===== config.mk =====
export PLATFORM = sky130hd
export DESIGN_NAME = lru_page_replacement_unit
export DESIGN_NICKNAME = d
export VERILOG_FILES = /design/src/lrupr_pkg.sv /design/src/lrupr_cell.sv /design/src/lru_page_replacement_unit.sv
export SDC_FILE = /design/constraint.sdc
export NUM_CORES = 2
export LEC_CHECK = 0
export ABC_AREA = 0
export BUFFER_PORTS_ARGS = -buffer_cell sky130_fd_sc_hd__buf_2
export CAP_MARGIN = 25
export CORE_MARGIN = 2
export CORE_UTILIZATION = 40
export CTS_CLUSTER_DIAMETER = 40
export DETAILED_ROUTE_END_ITERATION = 7
export SLEW_MARGIN = 20
export SYNTH_ARGS = -nofsm -noshare
export SYNTH_HDL_FRONTEND = slang
export SYNTH_SLANG_ARGS = --single-unit
export TNS_END_PERCENT = 30

===== constraint.sdc =====
create_clock -name clk -period 4.21 [get_ports clk]
set_input_delay 0.842 -clock clk [delete_from_list [all_inputs] [get_ports clk]]
set_output_delay 0.842 -clock clk [all_outputs]
set_load 0.05 [all_outputs]

===== src/lrupr_pkg.sv =====
// ---------------------------------------------------------------------------
// lrupr_pkg - shared types and constants for the LRU page replacement unit
// Port widths, parameter defaults and the control groups passed along the row.
// ---------------------------------------------------------------------------
package lrupr_pkg;

	localparam int unsigned MAX_ENTRIES_DEF = 16;
	localparam int unsigned PAGE_BITS_DEF   = 16;

	localparam int unsigned PAGE_W = 16;   // page_number / evicted_page port width
	localparam int unsigned SLOT_W = 4;    // slot_used port width
	localparam int unsigned CNT_W  = 32;   // request / fault counters
	localparam int unsigned CFG_W  = 5;    // active_entries register

	localparam logic [CFG_W-1:0] ACTIVE_RESET = CFG_W'(16);

	// flags of the search token travelling down the row
	typedef struct packed {
		logic valid;
		logic found;       // a hit has been seen upstream
		logic have_best;   // a victim candidate has been seen upstream
		logic best_valid;  // that candidate holds a valid page
	} tok_t;

	// update broadcast from the controller to every cell
	typedef struct packed {
		logic commit;
		logic miss;
	} upd_t;

endpackage


===== src/lrupr_cell.sv =====
// ---------------------------------------------------------------------------
// lrupr_cell - one cache slot of the LRU row
// Holds page, valid bit and recency rank; merges its slot into the passing
// search token and applies the recency update on commit.
// ---------------------------------------------------------------------------
module lrupr_cell
	import lrupr_pkg::*;
#(
	parameter int unsigned MAX_ENTRIES = MAX_ENTRIES_DEF,
	parameter int unsigned PAGE_BITS   = PAGE_BITS_DEF,
	parameter int unsigned IDX         = 0,
	parameter int unsigned SW          = (MAX_ENTRIES > 1) ? $clog2(MAX_ENTRIES) : 1,
	parameter int unsigned NW          = $clog2(MAX_ENTRIES + 1)
) (
	input  logic                 clk,
	input  logic                 arst_n,
	input  logic [PAGE_BITS-1:0] req_page,
	input  logic [NW-1:0]        active_n,
	input  upd_t                 upd,
	input  logic [SW-1:0]        upd_slot,
	input  logic [SW-1:0]        upd_rank,
	input  tok_t                 tok_in,
	input  logic [SW-1:0]        tok_in_hit_slot,
	input  logic [SW-1:0]        tok_in_hit_rank,
	input  logic [SW-1:0]        tok_in_best_slot,
	input  logic [SW-1:0]        tok_in_best_rank,
	input  logic [PAGE_BITS-1:0] tok_in_best_page,
	output tok_t                 tok_out,
	output logic [SW-1:0]        tok_out_hit_slot,
	output logic [SW-1:0]        tok_out_hit_rank,
	output logic [SW-1:0]        tok_out_best_slot,
	output logic [SW-1:0]        tok_out_best_rank,
	output logic [PAGE_BITS-1:0] tok_out_best_page
);

	localparam logic [SW-1:0] IDX_S    = SW'(IDX);
	localparam logic [NW-1:0] IDX_N    = NW'(IDX);
	localparam logic [SW-1:0] TOP_RANK = SW'(MAX_ENTRIES - 1);

	logic [PAGE_BITS-1:0] page_q;
	logic                 valid_q;
	logic [SW-1:0]        rank_q;

	tok_t                 tok_q;
	logic [SW-1:0]        hit_slot_q, hit_rank_q, best_slot_q, best_rank_q;
	logic [PAGE_BITS-1:0] best_page_q;

	logic active, take_hit, take_best, used;

	always_comb begin
		active    = (active_n > IDX_N);
		take_hit  = active && !tok_in.found && valid_q && (page_q == req_page);
		take_best = active && (!tok_in.have_best || (rank_q < tok_in_best_rank));
		used      = (upd_slot == IDX_S);
	end

	// slot state
	always_ff @(posedge clk or negedge arst_n) begin
		if (!arst_n) begin
			valid_q <= 1'b0;
			rank_q  <= IDX_S;
		end else if (upd.commit) begin
			if (used) begin
				rank_q <= TOP_RANK;
				if (upd.miss) begin
					valid_q <= 1'b1;
				end
			end else if (rank_q > upd_rank) begin
				rank_q <= rank_q - 1'b1;
			end
		end
	end

	always_ff @(posedge clk) begin
		if (upd.commit && upd.miss && used) begin
			page_q <= req_page;
		end
	end

	// token stage
	always_ff @(posedge clk or negedge arst_n) begin
		if (!arst_n) begin
			tok_q <= '0;
		end else begin
			tok_q.valid      <= tok_in.valid;
			tok_q.found      <= tok_in.found || take_hit;
			tok_q.have_best  <= tok_in.have_best || take_best;
			tok_q.best_valid <= take_best ? valid_q : tok_in.best_valid;
		end
	end

	always_ff @(posedge clk) begin
		hit_slot_q  <= take_hit  ? IDX_S  : tok_in_hit_slot;
		hit_rank_q  <= take_hit  ? rank_q : tok_in_hit_rank;
		best_slot_q <= take_best ? IDX_S  : tok_in_best_slot;
		best_rank_q <= take_best ? rank_q : tok_in_best_rank;
		best_page_q <= take_best ? page_q : tok_in_best_page;
	end

	assign tok_out           = tok_q;
	assign tok_out_hit_slot  = hit_slot_q;
	assign tok_out_hit_rank  = hit_rank_q;
	assign tok_out_best_slot = best_slot_q;
	assign tok_out_best_rank = best_rank_q;
	assign tok_out_best_page = best_page_q;

endmodule


===== src/lru_page_replacement_unit.sv =====
// ---------------------------------------------------------------------------
// lru_page_replacement_unit - fully associative page cache, LRU replacement
// Flow: one request in flight at a time; in_stall stays high until it is done. The search
// token walks the row of slot cells one cell per cycle, then comes a capture,
// a commit and a return to idle before the next accept. A result held by
// out_stall stretches the commit.
// Reset: all slots invalid, rank equals slot index, counters zero,
// active_entries = 16. No clearing pass; ready straight out of reset.
// ---------------------------------------------------------------------------
module lru_page_replacement_unit
	import lrupr_pkg::*;
#(
	parameter int unsigned MAX_ENTRIES = MAX_ENTRIES_DEF,
	parameter int unsigned PAGE_BITS   = PAGE_BITS_DEF
) (
	input  logic              clk,
	input  logic              arst_n,
	// configuration: active_entries
	input  logic              cfg_we,
	input  logic [CFG_W-1:0]  cfg_wdata,
	// request channel
	input  logic              in_valid,
	output logic              in_stall,
	input  logic [PAGE_W-1:0] page_number,
	// result channel
	output logic              out_valid,
	input  logic              out_stall,
	output logic              hit,
	output logic [SLOT_W-1:0] slot_used,
	output logic              evicted_valid,
	output logic [PAGE_W-1:0] evicted_page,
	output logic [CNT_W-1:0]  request_count,
	output logic [CNT_W-1:0]  fault_count
);

	localparam int unsigned SW = (MAX_ENTRIES > 1) ? $clog2(MAX_ENTRIES) : 1;
	localparam int unsigned NW = $clog2(MAX_ENTRIES + 1);

	typedef enum logic [1:0] {ST_IDLE, ST_SCAN, ST_COMMIT} state_t;

	state_t               state_q;
	logic [CFG_W-1:0]     active_cfg_q;
	logic [PAGE_BITS-1:0] page_q;      // request page, broadcast to the row
	logic [NW-1:0]        active_n_q;  // clamped slot count for this request
	logic                 start_q;     // injects the token into cell 0

	// search result captured at the end of the row
	logic                 found_q, best_valid_q;
	logic [SW-1:0]        hit_slot_q, hit_rank_q, best_slot_q, best_rank_q;
	logic [PAGE_BITS-1:0] best_page_q;

	logic [CNT_W-1:0]     req_cnt_q, flt_cnt_q;

	logic                 out_valid_q, hit_q, ev_valid_q;
	logic [SLOT_W-1:0]    slot_used_q;
	logic [PAGE_W-1:0]    ev_page_q;

	// token chain: index 0 is the injection point, index MAX_ENTRIES the exit
	tok_t                 tok          [0:MAX_ENTRIES];
	logic [SW-1:0]        tok_hit_slot [0:MAX_ENTRIES];
	logic [SW-1:0]        tok_hit_rank [0:MAX_ENTRIES];
	logic [SW-1:0]        tok_best_slot[0:MAX_ENTRIES];
	logic [SW-1:0]        tok_best_rank[0:MAX_ENTRIES];
	logic [PAGE_BITS-1:0] tok_best_page[0:MAX_ENTRIES];

	upd_t                 upd;
	logic [SW-1:0]        upd_slot, upd_rank;
	logic                 out_free, accept, ev_valid;
	logic [NW-1:0]        active_n;
	logic [CNT_W-1:0]     req_cnt_next, flt_cnt_next;

	// clamp the register: zero acts as one, above the row size acts as full
	always_comb begin
		if (active_cfg_q == '0) begin
			active_n = NW'(1);
		end else if (32'(active_cfg_q) > MAX_ENTRIES) begin
			active_n = NW'(MAX_ENTRIES);
		end else begin
			active_n = NW'(active_cfg_q);
		end
	end

	assign in_stall = (state_q != ST_IDLE);
	assign accept   = in_valid && !in_stall;
	assign out_free = !out_valid_q || !out_stall;

	// fresh token: nothing found, no victim candidate yet
	always_comb begin
		tok[0]           = '0;
		tok[0].valid     = start_q;
		tok_hit_slot[0]  = '0;
		tok_hit_rank[0]  = '0;
		tok_best_slot[0] = '0;
		tok_best_rank[0] = '0;
		tok_best_page[0] = '0;
	end

	// commit: hit moves the slot to the top; miss fills the LRU victim
	always_comb begin
		upd.commit   = (state_q == ST_COMMIT) && out_free;
		upd.miss     = !found_q;
		upd_slot     = found_q ? hit_slot_q : best_slot_q;
		upd_rank     = found_q ? hit_rank_q : best_rank_q;
		ev_valid     = !found_q && best_valid_q;
		req_cnt_next = (req_cnt_q == '1) ? req_cnt_q : req_cnt_q + 1'b1;
		flt_cnt_next = (flt_cnt_q == '1 || found_q) ? flt_cnt_q : flt_cnt_q + 1'b1;
	end

	for (genvar i = 0; i < MAX_ENTRIES; i++) begin : g_cell
		lrupr_cell #(
			.MAX_ENTRIES (MAX_ENTRIES),
			.PAGE_BITS   (PAGE_BITS),
			.IDX         (i),
			.SW          (SW),
			.NW          (NW)
		) u_cell (
			.clk               (clk),
			.arst_n            (arst_n),
			.req_page          (page_q),
			.active_n          (active_n_q),
			.upd               (upd),
			.upd_slot          (upd_slot),
			.upd_rank          (upd_rank),
			.tok_in            (tok[i]),
			.tok_in_hit_slot   (tok_hit_slot[i]),
			.tok_in_hit_rank   (tok_hit_rank[i]),
			.tok_in_best_slot  (tok_best_slot[i]),
			.tok_in_best_rank  (tok_best_rank[i]),
			.tok_in_best_page  (tok_best_page[i]),
			.tok_out           (tok[i+1]),
			.tok_out_hit_slot  (tok_hit_slot[i+1]),
			.tok_out_hit_rank  (tok_hit_rank[i+1]),
			.tok_out_best_slot (tok_best_slot[i+1]),
			.tok_out_best_rank (tok_best_rank[i+1]),
			.tok_out_best_page (tok_best_page[i+1])
		);
	end

	// controller: state, request capture, counters and result register
	always_ff @(posedge clk or negedge arst_n) begin
		if (!arst_n) begin
			state_q      <= ST_IDLE;
			active_cfg_q <= ACTIVE_RESET;
			page_q       <= '0;
			active_n_q   <= NW'(1);
			start_q      <= 1'b0;
			found_q      <= 1'b0;
			best_valid_q <= 1'b0;
			hit_slot_q   <= '0;
			hit_rank_q   <= '0;
			best_slot_q  <= '0;
			best_rank_q  <= '0;
			best_page_q  <= '0;
			req_cnt_q    <= '0;
			flt_cnt_q    <= '0;
			out_valid_q  <= 1'b0;
			hit_q        <= 1'b0;
			slot_used_q  <= '0;
			ev_valid_q   <= 1'b0;
			ev_page_q    <= '0;
		end else begin
			if (cfg_we) begin
				active_cfg_q <= cfg_wdata;
			end
			// result register: loaded on commit, emptied once taken
			if (upd.commit) begin
				out_valid_q <= 1'b1;
			end else if (!out_stall) begin
				out_valid_q <= 1'b0;
			end
			// token goes in the cycle after the accept (accept implies idle)
			start_q <= accept;

			case (state_q)
				ST_IDLE: begin
					if (accept) begin
						page_q     <= PAGE_BITS'(page_number);
						active_n_q <= active_n;
						state_q    <= ST_SCAN;
					end
				end
				ST_SCAN: begin
					if (tok[MAX_ENTRIES].valid) begin
						found_q      <= tok[MAX_ENTRIES].found;
						best_valid_q <= tok[MAX_ENTRIES].best_valid;
						hit_slot_q   <= tok_hit_slot[MAX_ENTRIES];
						hit_rank_q   <= tok_hit_rank[MAX_ENTRIES];
						best_slot_q  <= tok_best_slot[MAX_ENTRIES];
						best_rank_q  <= tok_best_rank[MAX_ENTRIES];
						best_page_q  <= tok_best_page[MAX_ENTRIES];
						state_q      <= ST_COMMIT;
					end
				end
				ST_COMMIT: begin
					if (out_free) begin
						req_cnt_q   <= req_cnt_next;
						flt_cnt_q   <= flt_cnt_next;
						hit_q       <= found_q;
						slot_used_q <= SLOT_W'(upd_slot);
						ev_valid_q  <= ev_valid;
						ev_page_q   <= ev_valid ? PAGE_W'(best_page_q) : '0;
						state_q     <= ST_IDLE;
					end
				end
				default: begin
					state_q <= ST_IDLE;
				end
			endcase
		end
	end

	assign out_valid     = out_valid_q;
	assign hit           = hit_q;
	assign slot_used     = slot_used_q;
	assign evicted_valid = ev_valid_q;
	assign evicted_page  = ev_page_q;
	assign request_count = req_cnt_q;
	assign fault_count   = flt_cnt_q;

endmodule

==> out/metrics.yaml <==
status:
  status: "completed"
detailed_routing:
  drtPass1Iterations: 5
  dr.max_layer_used: "met4"
  vias: 23740
  avgViaCountPerCell: 4.976
  wl_met3_microns: 3222
  wl_per_cell_microns: 19.09
  wl_microns: 91090
  wl_met2_microns: 42150
  drc: 0
  wl_met1_microns: 43550
  postRouteAntennaNets: 0
  first_iter_violations: 1509
pwr:
  clkPwrFrac: 0.306
  pwr-share-seq: 0.391
  ir_worst_vdd_mv: 0.4289
  power_density_nw_per_um2: 784.3
  p_sw_uw: 11860
  sw_frac_of_total: 0.3180
  share_comb_of_total_power: 0.302
  power.leakage_uw: 0.01977
  intPower_uw: 25440
sta:
  rsz0062_at_grt: "no"
  post-route-period-util: 0.7113
  worst_pin_slew_ns: 1.033
  slew_headroom: 0.3090
  period_minus_slack_ns: 2.994
  fin_tns_setup_ns: 0
  finalSetupViolCount: 0
  skew_ns: 0.02415
  finalHoldViolCount: 0
  maxClockFrequency_mhz: 333.9
  drv_slew: 0
global_routing:
  grt_max_degree: 101
  grt_util_all_layers: 0.1779
  antenna_found_initial: 0
  grt_pass1_vias: 24490
  grt_pass1_wl_microns: 142100
  gr-total-overflow: 0
clock_tree:
  cts-root-buf: "clkbuf_16"
  cts_buffers: 133
  cts_sinks: 1031
  htreeDepth: 4
  post_cts_buffers: 0
  clkTransAtPathRegs_ns: 0.06
  clock_latency_ns: 0.72
  cts_resized: 0
  postCtsHoldBufs: 0
  cts_tree: "built"
  cts_buffer_depth: 3
setup_path:
  ff2ff_path_depth: 8
  crit_chain: "mux2i_2 -> buf_4 -> ha_1 -> and2_1 -> a32o_1 -> or4_1 -> a21oi_1 -> o22a_1"
  crit_slowest_cell: "dfrtp_1"
  crit_fanout: 18
  r2r_start: "found_q"
  r2r-end: "g_cell[10].u_cell.rank_q[3]"
  crit_path_end: "g_cell[10].u_cell.rank_q[3]"
  rrSetupSlack_ns: 1.22
  cpPeakStageDelay_ns: 0.78
  worst_ep_required_time_ns: 4.86
  path_class: "register to register"
  critPathLaunch: "found_q"
  critPathLaunchType: "register"
  end_kind: "register"
  cp_data_arrival_time_ns: 3.64
synth:
  async_flop_share: 0.2842
  synth_commonest_cells: "482 x dfxtp_1, 394 x mux2_2, 259 x dfrtp_1"
  netlist_area_sq_um: 40440
  ys_top_cells_by_area: "dfxtp_1 24%, edfxtp_1 19%, dfrtp_1 16%, mux2_2 11%, xnor2_1 4.0%"
  synth_seq_cells: 1031
  ys_seq_area_frac: 0.6111
  synthDominantCellAreaShare: 0.2386
  syn_area_per_cell_sq_um: 12.95
  ys_types: 67
  synth_edf_count: 256
  synth_warnings: 0
  synthFlopType: "dfxtp_1"
  synthCells: 3122
  yosys.area.top_type: "dfxtp_1"
  yosysMostFrequentCell: "dfxtp_1"
  syn_nets: 3275
die:
  die_w_microns: 321.9
  initial_core_util: 0.4038
  std_cell_rows: 116
  dieArea_sq_um: 103600
  core_area_sq_um: 100100
  die_y_microns: 321.9
  io_pins: 114
cells_and_area:
  final_layout_size_suffix_gt1_frac: 0.2735
  nNetsFinal: 3516
  fin_cells: 4771
  syn_to_final_growth_pct: 17.61
  insertedDiodeCount: 0
  final_area_sq_um: 47560
place:
  hpwl_microns: 64380
  dp.cells: 4526
  portBuffers: 113
  place_congestion: 0.8004
  placed_cell_area_sq_um: 43010
hold_path:
  min_path_type: "primary input to async pin"
job:
  drv_cap: 0
## registers in the layout, indices dropped and copies added (netlist names), 5 cells and up
register and count:
g_cell.u_cell.rank_q 64, g_cell.u_cell.tok_out_best_page 256, g_cell.u_cell.tok_out 63, g_cell.u_cell.tok_out_hit_slot 49
evicted_page 16, g_cell.u_cell.tok_out_best_slot 49, request_count 32, g_cell.u_cell.tok_out_hit_rank 64
active_n_q 5, fault_count 32, g_cell.u_cell.page_q 256, best_page_q 16
active_cfg_q 5, page_q 16, g_cell.u_cell.valid_q 16, g_cell.u_cell.tok_out_best_rank 64
## stage by stage
stage	util	setup slack [ns]	hold slack, ns	total power (uW)
after floorplan	-	1.119	0.3312	22440
after global placement	0.4295	1.274	0.3318	26060
after detailed placement	0.4295	1.241	0.3347	26150
after CTS	0.4749	1.217	0.1906	37750
after global routing	0.4749	0.9680	0.2398	39490
final	0.4749	1.216	0.1892	37300
## worst min-delay path by stage
stage	startpoint	to	slack (ns)	cells past startpoint
floorplan	start_q	g_cell[0].u_cell.tok_out[3]	0.33	0
global placement	start_q	g_cell[0].u_cell.tok_out[3]	0.33	0
detailed placement	g_cell[0].u_cell.tok_out[3]	g_cell[1].u_cell.tok_out[3]	0.33	0
CTS	arst_n	fault_count[5]	0.19	1
global route	arst_n	fault_count[14]	0.24	1
finish	arst_n	fault_count[5]	0.19	1
## metal layers
layer,GRT usage,vias to the layer above
li1,-,11460
met1,0.2457,11680
met2,0.2844,452
met3,0.02842,145
met4,0.06023,0
met5,0,-
## power by group through the flow
stage          clock network (uW)  logic, uW  registers [uW]
4_1_cts                     11700      11400           14700
3_5_place_dp                    0      11300           14800
6_report                    11400      11300           14600
2_1_floorplan                   0       8290           14100
5_1_grt                     12100      12500           14900
3_3_place_gp                    0      11200           14800
## placed cells by master, fill, tap and decap left out, types with 25 or more instances in the layout
master,count
o21ai_0,55
dfxtp_1,482
nand3_1,47
edfxtp_1,256
inv_1,120
xor2_1,131
a21oi_1,106
nor2b_1,59
clkbuf_16,141
mux2_2,394
buf_2,112
nand2b_1,54
dfrtp_1,254
buf_4,87
nand4_1,59
or2_2,62
nor2_1,85
nor4_1,32
clkbuf_1,25
dfstp_2,34
ha_1,127
nand2_1,171
and2_1,39
xnor2_1,186
## worst max-delay path, delay by kind of cell (launching register included)
family	cells	cell delay, ns
adder cells (fa/ha/maj)	1	0.30
buffers and inverters	1	0.31
flip-flops	1	0.78
AND/OR/NAND/NOR	2	0.61
AO/OA/AOI/OAI	3	0.64
multiplexers	1	0.28
## cells by family after synthesis
| logic type | after synthesis | share of synthesized area |
|---|---|---|
| xor+xnor | 317 | 0.06866 |
| buf+inv | 217 | 0.02197 |
| simple gates | 725 | 0.09939 |
| flops | 1031 | 0.6111 |
| mux | 409 | 0.1134 |
| fa+ha+maj | 127 | 0.03930 |
| compound gates | 296 | 0.04611 |
## final cells by class
| type | instances | area [sq um] |
|---|---|---|
| Fill cell | 8918 | 52590 |
| Sequential cell | 1031 | 24720 |
| Multi-Input combinational cell | 1874 | 14930 |
| Clock buffer | 178 | 3787 |
| Tap cell | 1298 | 1624 |
| Timing Repair Buffer | 203 | 1289 |
| Clock inverter | 67 | 759.5 |
| Inverter | 120 | 450.4 |
(Power assumes the default switching activity.)
